`src/sv/dmg_pkg.sv`:
```
// shared constants and types of the division magic number generator
`timescale 1ns / 1ps

package dmg_pkg;

  // fixed field widths of the stream payload
  localparam int unsigned DATA_W        = 32;
  localparam int unsigned SHIFT_W       = 5;
  localparam int unsigned OUT_TDATA_W   = 40;
  localparam int unsigned WORD_BITS_DEF = 32;

  // status of the shared subtractor
  typedef struct packed {
    logic ge;    // a >= b, no borrow
    logic zero;  // a == b
  } sub_flags_t;

endpackage

```
`src/sv/dmg_sub_unit.sv`:
```
// shared subtract and compare unit of the magic number sequencer
`timescale 1ns / 1ps

module dmg_sub_unit
  import dmg_pkg::*;
#(
  parameter int unsigned WIDTH = WORD_BITS_DEF + 1
) (
  input  logic [WIDTH-1:0] a_i,
  input  logic [WIDTH-1:0] b_i,
  output logic [WIDTH-1:0] diff_o,
  output sub_flags_t       flags_o
);

  logic [WIDTH:0] full_diff;

  // extra top bit carries the borrow
  assign full_diff     = {1'b0, a_i} - {1'b0, b_i};
  assign diff_o        = full_diff[WIDTH-1:0];
  assign flags_o.ge    = ~full_diff[WIDTH];
  assign flags_o.zero  = (full_diff == '0);

endmodule

```
`src/sv/div_magic_number_gen_core.sv`:
```
// top level of the division magic number generator
`timescale 1ns / 1ps

// Takes one divisor per transaction on the slave stream (tdata = divisor,
// tuser = is_signed) and returns the multiplier, post shift and found flag
// that replace a division by that constant with a multiply and shift. All
// arithmetic runs through one shared subtract/compare unit stepped by a small
// sequencer, so the block takes one transaction at a time and drops
// s_axis_tready until the result is in the output register. An out-of-range
// divisor goes straight to the result; signed mode (W = WORD_BITS) runs two
// bit-serial divisions and then 1 to W search steps (q1/r1, q2/r2, delta,
// test); unsigned mode runs one division and then tests 1 to W candidate
// shifts. The single subtractor gives one quotient bit or one compare per
// cycle. The next divisor is taken while a finished result still waits on
// the master stream; a new result is only loaded once the previous one is
// taken.
module div_magic_number_gen_core
  import dmg_pkg::*;
#(
  parameter int unsigned WORD_BITS = WORD_BITS_DEF
) (
  input  logic                   clk_i,
  input  logic                   rst_ni,
  // divisor stream
  input  logic                   s_axis_tvalid,
  output logic                   s_axis_tready,
  input  logic [DATA_W-1:0]      s_axis_tdata,   // [31:0] divisor
  input  logic [0:0]             s_axis_tuser,   // [0] is_signed
  // result stream
  output logic                   m_axis_tvalid,
  input  logic                   m_axis_tready,
  output logic [OUT_TDATA_W-1:0] m_axis_tdata,   // [31:0] multiplier, [36:32] post_shift,
                                                 // [39:37] zero
  output logic [0:0]             m_axis_tuser    // [0] found
);

  localparam int unsigned W     = WORD_BITS;
  localparam int unsigned ACC_W = W + 1;
  localparam int unsigned CNT_W = $clog2(W + 1);
  localparam int unsigned P_W   = $clog2(2 * W);

  localparam logic [P_W-1:0]   P_START   = P_W'(W - 1);      // signed search start
  localparam logic [P_W-1:0]   P_CAP     = P_W'(2 * W - 1);  // signed search bound
  localparam logic [P_W-1:0]   P_BASE    = P_W'(W);
  localparam logic [P_W-1:0]   S_LAST    = P_W'(W - 1);      // last unsigned shift
  localparam logic [CNT_W-1:0] CNT_HALF  = CNT_W'(W - 1);    // steps for 2^(W-1)/x
  localparam logic [CNT_W-1:0] CNT_FULL  = CNT_W'(W);        // steps for 2^W/x
  localparam logic [ACC_W-1:0] HALF_M1   = {2'b00, {(W - 1){1'b1}}};
  localparam int unsigned      PAD_W     = OUT_TDATA_W - DATA_W - SHIFT_W;

  typedef enum logic [3:0] {
    ST_IDLE,
    ST_DIV_D,     // 2^(W-1) / d, one quotient bit per cycle
    ST_ANC,       // anc = 2^(W-1) - 1 - 2^(W-1) mod d
    ST_DIV_A,     // 2^(W-1) / anc
    ST_SRCH_R1,   // signed search: q1/r1 step
    ST_SRCH_R2,   // signed search: q2/r2 step, p + 1
    ST_SRCH_DLT,  // delta = d - r2
    ST_SRCH_TST,  // loop test on q1 against delta
    ST_U_DIV,     // 2^W / d
    ST_U_TST,     // unsigned candidate test
    ST_U_STEP,    // next unsigned shift
    ST_DONE
  } state_e;

  state_e           state_q;
  logic [CNT_W-1:0] cnt_q;
  logic [P_W-1:0]   p_q;        // signed p, or unsigned shift s
  logic [W-1:0]     d_q;
  logic [W-1:0]     anc_q;
  logic [W-1:0]     delta_q;
  logic [ACC_W-1:0] qa_q;       // running quotient: q1, or unsigned Q
  logic [W-1:0]     ra_q;       // running remainder: r1, or unsigned R
  logic [W-1:0]     qb_q;       // q2 modulo 2^W
  logic [W-1:0]     rb_q;       // r2
  logic [W-1:0]     pow_q;      // one-hot 2^s for the unsigned error bound
  logic [W-1:0]     res_mult_q;
  logic [SHIFT_W-1:0] res_sh_q;
  logic             res_found_q;

  logic             m_valid_q;
  logic [DATA_W-1:0]  m_mult_q;
  logic [SHIFT_W-1:0] m_sh_q;
  logic             m_found_q;

  logic [ACC_W-1:0] unit_a;
  logic [ACC_W-1:0] unit_b;
  logic [ACC_W-1:0] unit_diff;
  sub_flags_t       unit_flags;

  logic             in_accept;
  logic             in_range;
  logic [W-1:0]     ra_next;
  logic [ACC_W-1:0] qa_next;
  logic [ACC_W-1:0] cand;
  logic             err_ok;
  logic             srch_cont;
  logic             out_free;

  // operand routing into the shared unit
  always_comb begin
    unit_a = '0;
    unit_b = '0;
    case (state_q)
      ST_DIV_D, ST_U_DIV, ST_U_STEP: begin
        unit_a = {ra_q, 1'b0};
        unit_b = {1'b0, d_q};
      end
      ST_DIV_A, ST_SRCH_R1: begin
        unit_a = {ra_q, 1'b0};
        unit_b = {1'b0, anc_q};
      end
      ST_ANC: begin
        unit_a = HALF_M1;
        unit_b = {1'b0, ra_q};
      end
      ST_SRCH_R2: begin
        unit_a = {rb_q, 1'b0};
        unit_b = {1'b0, d_q};
      end
      ST_SRCH_DLT: begin
        unit_a = {1'b0, d_q};
        unit_b = {1'b0, rb_q};
      end
      ST_SRCH_TST: begin
        unit_a = qa_q;
        unit_b = {1'b0, delta_q};
      end
      ST_U_TST: begin
        unit_a = {1'b0, d_q};
        unit_b = {1'b0, ra_q};
      end
      default: begin
        unit_a = '0;
        unit_b = '0;
      end
    endcase
  end

  dmg_sub_unit #(
    .WIDTH(ACC_W)
  ) u_sub_unit (
    .a_i    (unit_a),
    .b_i    (unit_b),
    .diff_o (unit_diff),
    .flags_o(unit_flags)
  );

  // restoring division step: remainder stays below the divisor, so W bits hold it
  assign ra_next   = unit_flags.ge ? unit_diff[W-1:0] : unit_a[W-1:0];
  assign qa_next   = {qa_q[W-1:0], unit_flags.ge};

  // unsigned candidate ceil(2^(W+s)/d) and its rounding error d - R
  assign cand      = qa_q + ACC_W'(ra_q != '0);
  assign err_ok    = (ra_q == '0) || (unit_diff[W-1:0] < pow_q);

  // keep searching while q1 < delta, or q1 == delta with r1 == 0, and p < P_CAP
  assign srch_cont = (!unit_flags.ge || (unit_flags.zero && (ra_q == '0))) &&
                     (p_q < P_CAP);

  assign in_accept = s_axis_tvalid && s_axis_tready;
  assign in_range  = ((s_axis_tdata >> (W - 1)) == '0) && (s_axis_tdata > DATA_W'(1));
  assign out_free  = !m_valid_q || m_axis_tready;

  always_ff @(posedge clk_i or negedge rst_ni) begin
    if (!rst_ni) begin
      state_q   <= ST_IDLE;
      m_valid_q <= 1'b0;
    end else begin
      // a handover in ST_DONE reloads the output register in the same cycle
      if (m_valid_q && m_axis_tready && (state_q != ST_DONE)) begin
        m_valid_q <= 1'b0;
      end

      case (state_q)
        ST_IDLE: begin
          if (in_accept) begin
            d_q  <= s_axis_tdata[W-1:0];
            ra_q <= W'(1);
            qa_q <= '0;
            if (!in_range) begin
              res_mult_q  <= '0;
              res_sh_q    <= '0;
              res_found_q <= 1'b0;
              state_q     <= ST_DONE;
            end else if (s_axis_tuser[0]) begin
              cnt_q   <= CNT_HALF;
              p_q     <= P_START;
              state_q <= ST_DIV_D;
            end else begin
              cnt_q   <= CNT_FULL;
              p_q     <= '0;
              pow_q   <= W'(1);
              state_q <= ST_U_DIV;
            end
          end
        end

        ST_DIV_D: begin
          ra_q  <= ra_next;
          qa_q  <= qa_next;
          cnt_q <= cnt_q - CNT_W'(1);
          if (cnt_q == CNT_W'(1)) begin
            state_q <= ST_ANC;
          end
        end

        ST_ANC: begin
          // park q2/r2, then divide again by anc
          anc_q   <= unit_diff[W-1:0];
          qb_q    <= qa_q[W-1:0];
          rb_q    <= ra_q;
          ra_q    <= W'(1);
          qa_q    <= '0;
          cnt_q   <= CNT_HALF;
          state_q <= ST_DIV_A;
        end

        ST_DIV_A: begin
          ra_q  <= ra_next;
          qa_q  <= qa_next;
          cnt_q <= cnt_q - CNT_W'(1);
          if (cnt_q == CNT_W'(1)) begin
            state_q <= ST_SRCH_R1;
          end
        end

        ST_SRCH_R1: begin
          ra_q    <= ra_next;
          qa_q    <= qa_next;
          state_q <= ST_SRCH_R2;
        end

        ST_SRCH_R2: begin
          rb_q    <= unit_flags.ge ? unit_diff[W-1:0] : unit_a[W-1:0];
          qb_q    <= {qb_q[W-2:0], unit_flags.ge};
          p_q     <= p_q + P_W'(1);
          state_q <= ST_SRCH_DLT;
        end

        ST_SRCH_DLT: begin
          delta_q <= unit_diff[W-1:0];
          state_q <= ST_SRCH_TST;
        end

        ST_SRCH_TST: begin
          if (srch_cont) begin
            state_q <= ST_SRCH_R1;
          end else begin
            res_mult_q  <= qb_q + W'(1);
            res_sh_q    <= SHIFT_W'(p_q - P_BASE);
            res_found_q <= 1'b1;
            state_q     <= ST_DONE;
          end
        end

        ST_U_DIV: begin
          ra_q  <= ra_next;
          qa_q  <= qa_next;
          cnt_q <= cnt_q - CNT_W'(1);
          if (cnt_q == CNT_W'(1)) begin
            state_q <= ST_U_TST;
          end
        end

        ST_U_TST: begin
          if (cand[W]) begin
            // candidate no longer fits the word
            res_mult_q  <= '0;
            res_sh_q    <= '0;
            res_found_q <= 1'b0;
            state_q     <= ST_DONE;
          end else if (err_ok) begin
            res_mult_q  <= cand[W-1:0];
            res_sh_q    <= SHIFT_W'(p_q);
            res_found_q <= 1'b1;
            state_q     <= ST_DONE;
          end else if (p_q == S_LAST) begin
            res_mult_q  <= '0;
            res_sh_q    <= '0;
            res_found_q <= 1'b0;
            state_q     <= ST_DONE;
          end else begin
            state_q <= ST_U_STEP;
          end
        end

        ST_U_STEP: begin
          ra_q    <= ra_next;
          qa_q    <= qa_next;
          p_q     <= p_q + P_W'(1);
          pow_q   <= {pow_q[W-2:0], 1'b0};
          state_q <= ST_U_TST;
        end

        ST_DONE: begin
          // hand over once the output register is free
          if (out_free) begin
            m_mult_q  <= DATA_W'(res_mult_q);
            m_sh_q    <= res_sh_q;
            m_found_q <= res_found_q;
            m_valid_q <= 1'b1;
            state_q   <= ST_IDLE;
          end
        end

        default: begin
          state_q <= ST_IDLE;
        end
      endcase
    end
  end

  assign s_axis_tready   = (state_q == ST_IDLE);
  assign m_axis_tvalid   = m_valid_q;
  assign m_axis_tdata    = {{PAD_W{1'b0}}, m_sh_q, m_mult_q};
  assign m_axis_tuser[0] = m_found_q;

endmodule

```
`config.mk`:
```
export PLATFORM = sky130hd
export DESIGN_NAME = div_magic_number_gen_core
export DESIGN_NICKNAME = d
export VERILOG_FILES = /design/src/sv/dmg_pkg.sv /design/src/sv/dmg_sub_unit.sv /design/src/sv/div_magic_number_gen_core.sv
export SDC_FILE = /design/constraint.sdc
export NUM_CORES = 1
export LEC_CHECK = 0
export ABC_CLOCK_PERIOD_IN_PS = 10600
export BUFFER_PORTS_ARGS = -buffer_cell sky130_fd_sc_hd__buf_2
export CELL_PAD_IN_SITES_DETAIL_PLACEMENT = 1
export CELL_PAD_IN_SITES_GLOBAL_PLACEMENT = 1
export CORE_UTILIZATION = 51
export CTS_CLUSTER_DIAMETER = 60
export DETAILED_ROUTE_END_ITERATION = 12
export HOLD_SLACK_MARGIN = 0.12
export PLACE_DENSITY_LB_ADDON = 0.1
export SETUP_SLACK_MARGIN = 0.1
export SLEW_MARGIN = 0
export SYNTH_ARGS = -nofsm -noshare
export SYNTH_HDL_FRONTEND = slang
export SYNTH_HIERARCHICAL = 1
export SYNTH_SLANG_ARGS = --single-unit
```
`constraint.sdc`:
```
create_clock -name clk_i -period 10.6 [get_ports clk_i]
set_input_delay 2.12 -clock clk_i [delete_from_list [all_inputs] [get_ports clk_i]]
set_output_delay 2.12 -clock clk_i [all_outputs]
set_load 0.01 [all_outputs]
```
* After elaboration in Yosys (flattened, before gate mapping)
Cells that the tools add are included.
** Storage, ports and cells
- Bits in writable memories :: 0
- Memories kept :: 0
- Latch bits :: 0
- Bits in registers :: 350
- Memory bits (read-only) :: 0
- Output and inout port bits :: 43
- Input port bits :: 37
** Operators by class
- $lt $le $gt $ge :: 3
- Shift-type cells :: 0
- Multiply operators :: 0
- Equal/unequal tests :: 24
- Bitwise logic cells :: 1
- Mux-type cells :: 57
- Div/mod/pow operators :: 0
- Add/sub/neg operators :: 6
- Reduce and logical (&&, ||, !) cells :: 39
** Operators with widths (count)
- 2-to-1 mux 32 bit :: 11
- one-hot mux 32 bit (2 select lines) :: 3
- one-hot mux 32 bit (3 select lines) :: 2
- one-hot mux 33 bit (5 select lines) :: 1
- one-hot mux 32 bit (5 select lines) :: 1
- one-hot mux 33 bit (3 select lines) :: 1
- zero test 32 bit :: 2
- one-hot mux 4 bit (12 select lines) :: 1
- 2-to-1 mux 5 bit :: 7
- zero test 34 bit :: 1
- subtractor 33 x 32 -> 34 bit :: 1
- adder 33 x 1 -> 33 bit :: 1
- 2-to-1 mux 33 bit :: 1
- adder 32 x 1 -> 32 bit, second input constant :: 1
- > comparator 32 x 1 -> 1 bit, second input constant :: 1
- < comparator 32 bit :: 1
- 2-to-1 mux 4 bit :: 8
- nonzero test 32 bit :: 1
- 2-to-1 mux 6 bit :: 5
- one-hot mux 6 bit (3 select lines) :: 1
- == test 4 x 3 -> 1 bit, second input constant :: 4
- == test 4 bit, second input constant :: 4
- one-hot mux 5 bit (3 select lines) :: 1
- inequality test 2 bit, second input constant :: 7
- other kinds (29) :: 63

* Longest topological paths before layout
Gate-level depths: netlist (run 1).
- Depth after elaboration :: 10
- Gate-level depth with buffers :: 29

* Hierarchy
The synthesis (run 1) kept the hierarchy.
** By module, submodules not included
- div_magic_number_gen_core :: cells an instance 1297, area an instance 16816.1 um^2, seq. area each 10485.1 um^2, times used 1
- dmg_sub_unit :: cells an instance 327, area an instance 2162.1 um^2, seq. area each 0.0 um^2, times used 1

* Worst setup path before layout (run 1)
OpenSTA, ideal clock, no wires.
- Path kind :: register -> register
- From :: register state_q[0]
- To :: register res_found_q (enable)
- Data arrival time :: 8.680 ns
- Setup time :: 0.528 ns
- Data required time :: 10.072 ns
- Slack :: 1.392 ns
- Stages on the path, launching flop included :: 26
- Clock period less this slack :: 9.208 ns
- Path buffers :: 4
- Path through :: dfrtp_1 > buf_4 > nand2b_1 > nor3_2 > clkbuf_1 > or2_2 > clkbuf_1 > buf_2 > a222oi_1 > nand3_1 > ha_1 > inv_1 > fa_1 > a211oi_2 > nor2_1 > o211ai_1 > a21boi_0 > o311ai_0 > ha_1 > nand2_1 > o21ai_0 > a221o_1 > nand3_1 > o211a_1 > nor4_1 > nor4_1
** Between the ends
- Word-level cells in the longest chain between the ends :: 10
- Elaborated cells on any way between the ends :: 32
- Those cells by class :: add/sub: 1; order compare: 1; eq/ne: 14; mux: 2; reduce/logical: 14
** Ends and longest elaborated chain
- from (decl) :: line div_magic_number_gen_core.sv:66 : state_e state_q;
- from (signal assigned) :: line div_magic_number_gen_core.sv:167 : state_q <= ST_IDLE;
- from (signal assigned) :: line div_magic_number_gen_core.sv:185 : state_q <= ST_DONE;
- from (signal assigned) :: line div_magic_number_gen_core.sv:189 : state_q <= ST_DIV_D;
- == test 4 bit, or another cell as far along :: line div_magic_number_gen_core.sv:104 : case (state_q)
- OR reduction 4 bit (no source line), or another cell as far along
- one-hot mux 32 bit (5 select lines) (*) :: line div_magic_number_gen_core.sv:104
- named net unit_b[0] :: line div_magic_number_gen_core.sv:87 : logic [ACC_W-1:0] unit_b;
- subtractor 33 x 32 -> 34 bit (*) :: line dmg_sub_unit.sv:18 : assign full_diff = {1'b0, a_i} - {1'b0, b_i};
- named net unit_diff[18] :: line div_magic_number_gen_core.sv:88 : logic [ACC_W-1:0] unit_diff;
- parallel branches: the longest is 5 deep, another holds < comparator 32 bit
- AND reduction 6 bit (no source line) (*)
- to (signal assigned) :: line div_magic_number_gen_core.sv:184 : res_found_q <= 1'b0;
- to (signal assigned) :: line div_magic_number_gen_core.sv:252 : res_found_q <= 1'b1;
- to (signal assigned) :: line div_magic_number_gen_core.sv:271 : res_found_q <= 1'b0;
- to (decl) :: line div_magic_number_gen_core.sv:79 : logic res_found_q;
Mark *: on every way through the listed nets, which the timed path passes.
A chain may end at the register's enable or synchronous reset.

* Worst setup path in the final report (run 1)
- From :: register state_q[0]
- To :: register res_mult_q[24] (enable)
** Between the ends
- Word-level cells in the longest chain between the ends :: 10
- Elaborated cells on any way between the ends :: 32
- Those cells by class :: add/sub: 1; order compare: 1; eq/ne: 14; mux: 2; reduce/logical: 14
** Ends and longest elaborated chain
- == test 4 bit, or another cell as far along :: line div_magic_number_gen_core.sv:104
- OR reduction 4 bit (no source line), or another cell as far along
- one-hot mux 32 bit (5 select lines) (*) :: line div_magic_number_gen_core.sv:104
- named net unit_b[0] :: line div_magic_number_gen_core.sv:87
- subtractor 33 x 32 -> 34 bit (*) :: line dmg_sub_unit.sv:18
- named net unit_diff[18] :: line div_magic_number_gen_core.sv:88
- parallel branches: the longest is 5 deep, another holds < comparator 32 bit
- AND reduction 6 bit (no source line) (*)
- to (signal assigned) :: line div_magic_number_gen_core.sv:250 : res_mult_q <= qb_q + W'(1);
- to (signal assigned) :: line div_magic_number_gen_core.sv:274 : res_mult_q <= cand[W-1:0];
- to (decl) :: line div_magic_number_gen_core.sv:77 : logic [W-1:0] res_mult_q;
Marked as above.

==> results list, run 1 <==
* Outcome: finished clean
- GRT Total Usage: 29.1%
* CP Max Fanout: 38
* Grt total ovfl: 0
- The final count of pins violating max slew came to 0.
- In this run the clock root is driven by a sky130_fd_sc_hd__clkbuf_16.
- The final count of hold timing violations is 0.
* Initial antenna violation count: 0
- After floorplanning, the core was sized to cover 0.0366 mm².
- For this block, the initial DRC count from the detailed router was 1274.
- Of the available clock period, the critical path in the final layout requires 77.4%.
- Ratio of cells with drive above 1 in the final layout: 16.1%
* RSZ-0062 raised after global routing: false
- In the layout the commonest cells are 345 x sky130_fd_sc_hd__edfxtp_1, 150 x sky130_fd_sc_hd__nand2_1, 106 x sky130_fd_sc_hd__nor2_1.
- At the worst endpoint, the arrival time is 8410 ps.
- The initialized floorplan defines 70 standard-cell rows.
- Highest attainable clock frequency: 122 MHz
- Worst Setup Path Type: flop to flop
- In this run the vertical extent of the chip is 195 µm.
- Cell variety after synth: 72
- Depth of the worst register-to-register path: 23
- The Yosys step of the flow raised 6 warnings.
- In the synthesized netlist the dominant register cell turns out to be sky130_fd_sc_hd__edfxtp_1.
* Post-CTS setup repair buffer count: 0
- Compared with the post-synthesis result, the final layout area differs by 11.1%.
- Horizontal die dimension: 195 µm
- Clock skew: 18.2 ps
- The worst setup path is captured at a flop.
- In the synthesized netlist, the number of instances is 1624.
- Placed wire-length estimate after detailed placement: 38600 µm
* Post-synthesis instance area: 0.0190 mm²
* Resized cells post-CTS: 0
- Critical path data required time: 10810 ps
- Number of hold buffers added after cts: 0
- In this run the mean area of a mapped cell was 11.7 µm².
- Max_slew headroom: 13.2%
* Number of CTS-inserted buffers: 40
* Antenna diode count: 0
* Number of vias in the routed layout: 13900
* Seq cells post-synth: 350
- Setup violations remaining at the end of the flow were counted as 0.
- For the pin with the worst max-slew slack, the measured transition is 1290 ps.
* Max clock buf depth: 3
- Routed wire length: 54900 µm
- DRC violation count after routing: 0
- TritonCTS built the clock tree.
- Initial Util: 51.8%
* Filler instances: 3770
- Count of buffers from port buffering: 76
- The worst setup path is launched from a flop.
- Entering global routing, the biggest net connects 65 pins.
- Vias per cell: 6.35
- Clk slew on worst S/H paths: 60 ps
- Register area share after synthesis: 55.2%
- Async set-reset flop share out of synthesis: 1.43%
- Final-layout setup total negative slack: 0 ps
- Hold depth: 0
- Number of max-capacitance violations reported: 0
- Ports placed on the boundary: 80
* Die Outline Area: 0.0380 mm²
- Via count of the first global-routing pass: 14100
- Leading cell type in the layout, fill and taps excluded: sky130_fd_sc_hd__edfxtp_1
* Final Critical Period: 8200 ps
- Tightest Hold Check Type: flop to flop
- TritonCTS Sinks: 350
* Final net count: 1793
- Wire length of the first global-routing pass: 84200 µm
- Drt wl/cell: 25.2 µm
- The H-tree generated during clock tree synthesis spans 2 levels.
- The first detailed-routing pass took 7 iterations.
* Count of flip-flops with a built-in enable after synthesis: 345
* RePlAce Congestion: 0.904
* Latest clock arrival within the worst-skew pair: 560 ps
* Final antenna-violating net count: 0
## synth_stat cells, types with 5 or more instances
cell | number | area (µm²)
sky130_fd_sc_hd__and3_1 | 15 | 93.8
sky130_fd_sc_hd__o21ai_0 | 31 | 155
sky130_fd_sc_hd__a21o_1 | 12 | 90.1
sky130_fd_sc_hd__o22ai_1 | 35 | 219
sky130_fd_sc_hd__and2_1 | 75 | 469
sky130_fd_sc_hd__inv_1 | 94 | 353
sky130_fd_sc_hd__o21ai_1 | 8 | 40.0
sky130_fd_sc_hd__a222oi_1 | 34 | 340
sky130_fd_sc_hd__nand2b_1 | 9 | 56.3
sky130_fd_sc_hd__dfrtp_1 | 5 | 125
sky130_fd_sc_hd__buf_4 | 5 | 37.5
sky130_fd_sc_hd__xor2_1 | 41 | 359
sky130_fd_sc_hd__nor2_1 | 109 | 409
sky130_fd_sc_hd__xnor2_1 | 56 | 490
sky130_fd_sc_hd__a221o_1 | 60 | 601
sky130_fd_sc_hd__nor4_1 | 22 | 138
sky130_fd_sc_hd__nand4_1 | 26 | 163
sky130_fd_sc_hd__buf_2 | 24 | 120
sky130_fd_sc_hd__mux2_2 | 92 | 1040
sky130_fd_sc_hd__o21a_1 | 6 | 45.0
sky130_fd_sc_hd__and4_1 | 7 | 61.3
sky130_fd_sc_hd__nand2_1 | 150 | 563
sky130_fd_sc_hd__nor3_1 | 18 | 90.1
sky130_fd_sc_hd__a21oi_1 | 61 | 305
sky130_fd_sc_hd__a21boi_0 | 8 | 60.1
sky130_fd_sc_hd__nand3_1 | 66 | 330
sky130_fd_sc_hd__o21bai_1 | 5 | 37.5
sky130_fd_sc_hd__nor2b_1 | 9 | 56.3
sky130_fd_sc_hd__edfxtp_1 | 345 | 10400
sky130_fd_sc_hd__clkbuf_1 | 47 | 176
sky130_fd_sc_hd__ha_1 | 70 | 876
## final cells by class
cell class              count  area [µm²]  area share (%)
repair buffers             96         531            2.52
multi-input cells        1103        7860            37.3
flip-flops and latches    350       10500            49.7
inverters                  94         353            1.67
well taps                 468         586            2.78
clock buffers              44        1020            4.82
clock inverters            26         248            1.18
## registers in the layout (all words and copies together), names as in the netlist, 4 cells and up
| name | cells |
|---|---|
| p_q | 6 |
| res_sh_q | 5 |
| ra_q | 32 |
| anc_q | 32 |
| qb_q | 32 |
| qa_q | 33 |
| state_q | 4 |
| rb_q | 32 |
| m_sh_q | 5 |
| d_q | 32 |
| res_mult_q | 32 |
| pow_q | 32 |
| m_mult_q | 32 |
| delta_q | 32 |
| cnt_q | 6 |
## per-layer routing
layer	track usage (%)	share of wire (%)	vias to the layer above
met4	10.8	3.2	0
li1	-	-	6270
met5	0	0	-
met3	3.96	6.8	99
met2	47.4	47	547
met1	39.6	43	6934
## per-stage QoR
stage	hold slack (ps)	cells	area, µm²	util [%]	setup slack (ps)
final	417	2181	21100	57.6	2400
after detailed placement	405	2111	19800	54.1	2520
after global placement	400	2111	19800	54.1	2720
after global routing	424	2181	21100	57.6	2000
after floorplan	400	1627	19000	-	1390
after CTS	419	2181	21100	57.6	2500
## critical path, stage by stage (launching register included)
cell and delay (ps):
sky130_fd_sc_hd__dfrtp_1 610, sky130_fd_sc_hd__nand2b_1 340, sky130_fd_sc_hd__nor3_4 150, sky130_fd_sc_hd__buf_4 480, sky130_fd_sc_hd__or2_2 790, sky130_fd_sc_hd__a222oi_1 190, sky130_fd_sc_hd__nand3_1 150, sky130_fd_sc_hd__ha_1 250
sky130_fd_sc_hd__inv_1 70, sky130_fd_sc_hd__fa_1 410, sky130_fd_sc_hd__a211oi_2 320, sky130_fd_sc_hd__nor2_1 120, sky130_fd_sc_hd__o211ai_1 290, sky130_fd_sc_hd__a21boi_0 170, sky130_fd_sc_hd__o311ai_0 1100, sky130_fd_sc_hd__ha_1 400
sky130_fd_sc_hd__nand2_1 80, sky130_fd_sc_hd__o21ai_0 100, sky130_fd_sc_hd__a221o_1 350, sky130_fd_sc_hd__nand3_1 80, sky130_fd_sc_hd__o211a_1 360, sky130_fd_sc_hd__nor4_1 110, sky130_fd_sc_hd__nor4_2 370, sky130_fd_sc_hd__buf_4 470
## kinds of logic (layout without fill, tap and decap cells)
| family | count (synthesis) | count (layout) | share of synthesized area (%) |
|---|---|---|---|
| buf+inv | 174 | 260 | 3.82 |
| xor+xnor | 97 | 97 | 4.48 |
| other cells | 1 | 4 | 0.0198 |
| compound gates | 305 | 305 | 12.2 |
| simple gates | 530 | 530 | 13.9 |
| flops | 350 | 350 | 55.2 |
| mux | 96 | 96 | 5.67 |
| fa+ha+maj | 71 | 71 | 4.72 |
## path summary, 6_finish.rpt
check / from / end / slack (ps)
worst max-delay path: state_q[0]$_DFFE_PN0P_ / res_mult_q[24]$_DFFE_PP_ / 2400
worst min-delay path: res_mult_q[22]$_DFFE_PP_ / m_mult_q[22]$_DFFE_PP_ / 420
worst max register to register: state_q[0]$_DFFE_PN0P_ / res_mult_q[24]$_DFFE_PP_ / 2400
worst min register to register: res_mult_q[22]$_DFFE_PP_ / m_mult_q[22]$_DFFE_PP_ / 420
max in group asynchronous: rst_ni / m_axis_tvalid$_DFF_PN0_ / 8980
min in group asynchronous: rst_ni / state_q[0]$_DFFE_PN0P_ / 1420
Power of run 1 is left out: the tool's default activity adds up to more than one toggle a clock period on the data nets, which glitch-free logic cannot reach.
==> run 2, diff against run 1 <==
--- a/config.mk
+++ b/config.mk
@@ -5,7 +5,7 @@
 export SDC_FILE = /design/constraint.sdc
 export NUM_CORES = 1
 export LEC_CHECK = 0
-export ABC_CLOCK_PERIOD_IN_PS = 10600
+export ABC_CLOCK_PERIOD_IN_PS = 8050
 export BUFFER_PORTS_ARGS = -buffer_cell sky130_fd_sc_hd__buf_2
 export CELL_PAD_IN_SITES_DETAIL_PLACEMENT = 1
 export CELL_PAD_IN_SITES_GLOBAL_PLACEMENT = 1
==> constraint.sdc (replaced) <==
create_clock -name clk_i -period 8.05 [get_ports clk_i]
set_input_delay 1.61 -clock clk_i [delete_from_list [all_inputs] [get_ports clk_i]]
set_output_delay 1.61 -clock clk_i [all_outputs]
set_load 0.01 [all_outputs]
==> run 2 against run 1 <==
- via count about the same
- register-to-register slack worse by 1800 ps
- sequential share of layout area fell by 0.47 points
- global-route usage up 0.33 points
==> results list, run 2 (synthesized netlist as in run 1, its figures left out) <==
- In this run the core area contains 70 standard-cell rows.
- Final worst path period share: 92.5%
- In this design, the largest share of critical-path delay is due to compound AO/OA/AOI/OAI gates.
- Entering global routing, the biggest net connects 66 pins.
- Number of max-capacitance violations reported: 0
- Buffers inserted during clock tree synthesis total 40.
- Antenna diode count: 0
- Post-CTS repair changed the size of 0 cells.
- Horizontal die dimension: 195 µm
* Signal arrival time at the worst endpoint: 7650 ps
- Critical-path top delay cell: sky130_fd_sc_hd__or2_2
* Post-route cell area: 0.0213 mm²
- Via count of the first global-routing pass: 14100
- After the first detailed-routing iteration, the DRC count stood at 1380.
- Final hold violation count: 0
- At the worst endpoint, the required time is 8250 ps.
- Tightest Hold Check Type: flop to flop
* Combined buffer and inverter count along the critical path: 2
* Final-layout setup total negative slack: 0 ps
- The startpoint identified for the worst register-to-register timing path is state_q[3]$_DFFE_PN0P_.
* Ports placed on the boundary: 80
- Flip-flop count of the largest register after layout: 33
- The routed layout has 13800 vias.
* Latest clock arrival within the worst-skew pair: 570 ps
- The signal on the critical path passes through nand2b_1 -> nor2_1 -> or2_2 -> a222oi_1 -> nand3_1 -> inv_1 -> ha_1 -> a21o_1 -> o21bai_1 -> nor2_1 -> o21ai_1 -> a41o_1 -> o2111ai_1 -> nand3b_1 -> xor2_1 -> ha_1 -> a21oi_1 -> a21oi_1 -> o31ai_1 -> o211a_1 -> nor4_1 -> nor4_4 -> buf_4.
- Derived from the worst setup path, the maximum achievable clock frequency is 134 MHz.
* Max_slew headroom: 30.8%
- The area growth from synthesis to layout is 12.1%.
- In this run the cell area measured after placement is 0.0200 mm².
* Initial antenna violation count: 0
- Grt total ovfl: 0
- The worst setup path is launched from a flop.
- Initial DRT Pass Iterations: 7
- Worst stage delay on the critical path: 740 ps
- Vertical die dimension: 195 µm
* Commonest non-fill, non-tap cells in the layout: 345 x sky130_fd_sc_hd__edfxtp_1, 150 x sky130_fd_sc_hd__nand2_1, 106 x sky130_fd_sc_hd__nor2_1
- The first global-routing pass estimated 84900 µm of wire.
- Depth of the worst register-to-register path: 23
* RePlAce Congestion: 0.885
- Multi-input logic area: 0.00787 mm²
- Max clock buf depth: 3
* DRC violation count after routing: 0
- Dividing the detail-routed via count by the number of cells gives 6.31.
- The initial utilization of the core area, before any placement, comes to 51.8%.
* Count of final max-slew check failures: 0
* Drt wl/cell: 25.3 µm
- The setup path with the least slack is of type flop to flop.
* GRT Total Usage: 29.4%
- Final net count: 1807
- Following the worst setup path forward leads to its endpoint at res_mult_q[24]$_DFFE_PP_.
- CTS tree: done
- After filler insertion, the fill cell instance count of the layout stands at 3796.
- Final Critical Period: 7450 ps
- Placed wire-length estimate after detailed placement: 39600 µm
* Clk slew on worst S/H paths: 60 ps
- Number of hold buffers added after cts: 0
- Count of buffers from port buffering: 76
- For the pin with the worst max-slew slack, the measured transition is 1030 ps.
* Endpoint class of the critical path: flop
- Setup WS pre-CTS: 714 ps
* Routed wire length: 55600 µm
- Post-CTS timing repair inserted 0 buffers for setup.
- In this run the register-to-register setup slack is 600 ps.
- Setup violations remaining at the end of the flow were counted as 0.
- Depth of the CTS H-tree: 2
* Hold depth: 0
* Die Outline Area: 0.0380 mm²
* Clock skew: 22.5 ps
- Count of cell instances traversed by the critical path: 23
- Leaving out fill and tap cells, the most frequent cell in the layout is sky130_fd_sc_hd__edfxtp_1.
* CP Max Fanout: 38
* Ratio of cells with drive above 1 in the final layout: 16.9%
- TritonCTS Sinks: 350
- Area of the placeable core: 0.0366 mm²
- The worst path meets setup with 605 ps of slack.
- Final antenna-violating net count: 0
- Registers take 0.0105 mm².
* Largest register by flop count: qa_q
* Worst setup path startpoint: state_q[3]$_DFFE_PN0P_
* Root buffer selected by CTS: sky130_fd_sc_hd__clkbuf_16
* RSZ-0062 raised after global routing: false
- The run finished with clean final reports.
- Capture point of the worst reg-to-reg path: res_mult_q[24]$_DFFE_PP_
## run 2: changes by cell type in the layout (fill, tap and decap cells not counted), sizes merged
cell,change
bufinv,+2
clkbuf,+1
clkinv,-4
buf,+14
inv,+2
## run 2: layout make-up
type	instances	share of cell area, %
flip-flops and latches	350	49.3
multi-input cells	1103	37.0
clock buffers	45	4.79
repair buffers	110	3.16
well taps	468	2.75
inverters	94	1.66
clock inverters	26	1.41
## run 2: worst min path at each step
stage | start | endpoint | slack [ps]
CTS | res_mult_q[6]$_DFFE_PP_ | m_mult_q[6]$_DFFE_PP_ | 420
floorplan | res_found_q$_DFFE_PP_ | m_axis_tuser$_DFFE_PP_ | 400
finish | res_mult_q[13]$_DFFE_PP_ | m_mult_q[13]$_DFFE_PP_ | 420
global route | res_mult_q[13]$_DFFE_PP_ | m_mult_q[13]$_DFFE_PP_ | 420
detailed placement | res_mult_q[6]$_DFFE_PP_ | m_mult_q[6]$_DFFE_PP_ | 410
global placement | res_mult_q[3]$_DFFE_PP_ | m_mult_q[3]$_DFFE_PP_ | 400
## run 2: stage by stage
step,hold slack [ps],util [%],cells
floorplan,400,-,1627
global placement,400,54.5,2125
detailed placement,405,54.5,2125
CTS,419,58.1,2196
global route,424,58.1,2196
finish,418,58.1,2196
## run 2: metal layers
layer	up-vias	GRT usage, %	wire length [µm]
met1	6968	40.3	24000
met3	83	4.51	3890
met2	508	48.6	26300
met5	-	0	0
met4	0	7.99	1370
li1	6288	-	-
Power of run 2 is left out for the same reason.
==> run 3, diff against run 2 <==
--- a/config.mk
+++ b/config.mk
@@ -9,6 +9,7 @@
 export BUFFER_PORTS_ARGS = -buffer_cell sky130_fd_sc_hd__buf_2
 export CELL_PAD_IN_SITES_DETAIL_PLACEMENT = 1
 export CELL_PAD_IN_SITES_GLOBAL_PLACEMENT = 1
+export CORE_ASPECT_RATIO = 0.6
 export CORE_UTILIZATION = 51
 export CTS_CLUSTER_DIAMETER = 60
 export DETAILED_ROUTE_END_ITERATION = 12
==> run 3 against run 2 <==
- non-clock buffer count is 2 higher
- cell area is 0.88% lower
- via count is 3.8% higher
- utilization is 0.31 points lower
- sequential share of layout area is 0.44 points higher
- largest cell class unchanged
- count of clock-buffer cells in the layout is 1 lower
- global-route usage is 2.4 points higher
==> results list, run 3 (synthesized netlist as in run 1, its figures left out) <==
* Kind of cell adding the most delay to the critical path: compound AO/OA/AOI/OAI gates
* Resized cells post-CTS: 0
* Endpoint class of the critical path: flop
- Of the cells placed in the final design, the portion with a size suffix greater than 1 is 16.5%.
* Setup Viol. Count Final: 0
- Grt total ovfl: 0
- DRC violation count after routing: 0
* Number of hold buffers added after cts: 0
- STA classifies the critical path startpoint as a flop.
- The largest individual stage delay along the critical path comes from the cell sky130_fd_sc_hd__o311ai_0.
- Wire length of the first global-routing pass: 90500 µm
- RePlAce Congestion: 0.956
- RSZ-0062 raised after global routing: false
* Cells traversed along the worst timing path: nand2b_2 -> nor2_1 -> or2_2 -> a222oi_1 -> nand3_1 -> ha_1 -> inv_1 -> fa_1 -> a211oi_2 -> nor2_1 -> o211ai_1 -> a21boi_0 -> o311ai_0 -> ha_1 -> nand2_1 -> o21ai_0 -> a221o_1 -> nand3_1 -> o211a_1 -> nor4_1 -> nor4_4 -> buf_4
* Antenna diode count: 0
* Post-CTS setup repair buffer count: 0
* Drt wl/cell: 27.7 µm
* GRT Total Usage: 31.8%
- Number of max-capacitance violations reported: 0
- The floorplan step defined a die boundary enclosing 0.0380 mm².
* Number of CTS-inserted buffers: 36
- Measured along the x axis, the die boundary spans 251 µm.
- Latest clock arrival within the worst-skew pair: 530 ps
- Worst stage delay on the critical path: 1100 ps
- Filler instances: 3759
* Leading cell type in the layout, fill and taps excluded: sky130_fd_sc_hd__edfxtp_1
- Final worst path period share: 94.4%
- Critical path data required time: 8210 ps
- The critical path contains buffers and inverters numbering 2 combined.
- For this run, the top clock speed supported by timing is 132 MHz.
- The worst hold path belongs to the class flop to flop.
- Tightest Pin Transition: 1280 ps
* Area of the placeable core: 0.0365 mm²
* Instance count after placement with tap cells included: 2135
- Leaving out fill and tap cells, the most frequent cells in the layout are 345 x sky130_fd_sc_hd__edfxtp_1, 150 x sky130_fd_sc_hd__nand2_1, 106 x sky130_fd_sc_hd__nor2_1.
- The flow ran to the end, and the final reports show no timing, DRC or antenna violations.
* Final net count: 1805
- Vertical die dimension: 151 µm
* Final Critical Period: 7600 ps
- FP Rows: 54
- Measured against its own limit, the worst slew margin works out to 13.3%.
- The tree is rooted in a sky130_fd_sc_hd__clkbuf_16.
* Count of buffers from port buffering: 76
- The number of global-route vias before repair was 14400.
- During I/O placement, the number of pins put on the boundary was 80.
- Entering global routing, the biggest net connects 84 pins.
- Max clock buf depth: 3
- The number of antenna violations at the first check in global routing is 2.
- The final count of hold timing violations came to 0.
- TritonCTS built the clock tree.
- At the worst endpoint, the arrival time is 7760 ps.
- The final route contains 14400 vias.
* Initial Util: 52.0%
- The area growth from synthesis to layout is 11.2%.
- After legalization and detailed placement, the total HPWL measured 42600 µm.
- The detail route stage leaves a number of antenna-violating nets equal to 0.
- Reg-to-reg setup timing slack: 450 ps
- For this run, the number of standard cells in the final layout without fillers is 2195.
- Count of final max-slew check failures: 0
- In this run the number of H-tree levels came out at 2.
- Worst Setup Path Type: flop to flop
* CP Max Fanout: 38
* Largest register by flop count: qa_q
* Clk slew on worst S/H paths: 70 ps
- Routed wire length: 60800 µm
* Flip-flop count of the largest register after layout: 33
- TritonCTS Sinks: 350
- For the final database, setup skew stands at 20.5 ps.
* Initial drt markers: 1434
* Initial DRT Pass Iterations: 7
- Final-layout setup total negative slack: 0 ps
* Vias per cell: 6.55
- Core utilization of the finished layout: 57.8%
run 3: per-layer routing:
layer	share of wire (%)	track usage, %	wire length, µm
met3	10	8.97	6270
met1	44	45.7	26500
met5	0.021	0	13
met4	2.3	8.45	1380
met2	44	47.2	26600
run 3: area by class of cell:
type	instances	area, µm²	share of cell area (%)
flip-flops and latches	350	10500	49.7
inverters	94	353	1.67
multi-input cells	1103	7870	37.3
clock buffers	44	952	4.51
well taps	476	596	2.82
repair buffers	112	688	3.26
clock inverters	16	156	0.741
run 3: final timing paths:
check / end / depth (start not counted) / start
hold / removal: m_mult_q[10]$_DFFE_PP_ / 0 / res_mult_q[10]$_DFFE_PP_
setup reg to reg: res_mult_q[24]$_DFFE_PP_ / 22 / state_q[1]$_DFFE_PN0P_
max in group asynchronous: m_axis_tvalid$_DFF_PN0_ / 1 / rst_ni
hold reg to reg: m_mult_q[10]$_DFFE_PP_ / 0 / res_mult_q[10]$_DFFE_PP_
setup / recovery: res_mult_q[24]$_DFFE_PP_ / 22 / state_q[1]$_DFFE_PN0P_
min in group asynchronous: state_q[2]$_DFFE_PN0P_ / 1 / rst_ni
run 3: worst register-to-register path, stage by stage (launching register included):
cell	delay, ps
sky130_fd_sc_hd__dfrtp_1	570
sky130_fd_sc_hd__nand2b_2	370
sky130_fd_sc_hd__nor2_1	240
sky130_fd_sc_hd__or2_2	640
sky130_fd_sc_hd__a222oi_1	210
sky130_fd_sc_hd__nand3_1	150
sky130_fd_sc_hd__ha_1	230
sky130_fd_sc_hd__inv_1	80
sky130_fd_sc_hd__fa_1	420
sky130_fd_sc_hd__a211oi_2	320
sky130_fd_sc_hd__nor2_1	170
sky130_fd_sc_hd__o211ai_1	250
sky130_fd_sc_hd__a21boi_0	150
sky130_fd_sc_hd__o311ai_0	1100
sky130_fd_sc_hd__ha_1	410
sky130_fd_sc_hd__nand2_1	70
sky130_fd_sc_hd__o21ai_0	110
sky130_fd_sc_hd__a221o_1	360
sky130_fd_sc_hd__nand3_1	80
sky130_fd_sc_hd__o211a_1	350
sky130_fd_sc_hd__nor4_1	150
sky130_fd_sc_hd__nor4_4	280
sky130_fd_sc_hd__buf_4	500
run 3: through the flow:
stage | hold WS (ps) | worst slack (ps) | area, µm²
6_report | 422 | 451 | 21100
5_1_grt | 429 | 165 | 21100
4_1_cts | 424 | 588 | 21100
3_5_place_dp | 407 | 722 | 20000
3_3_place_gp | 406 | 872 | 20000
2_1_floorplan | 400 | 427 | 19000
Power of run 3 is left out for the same reason.
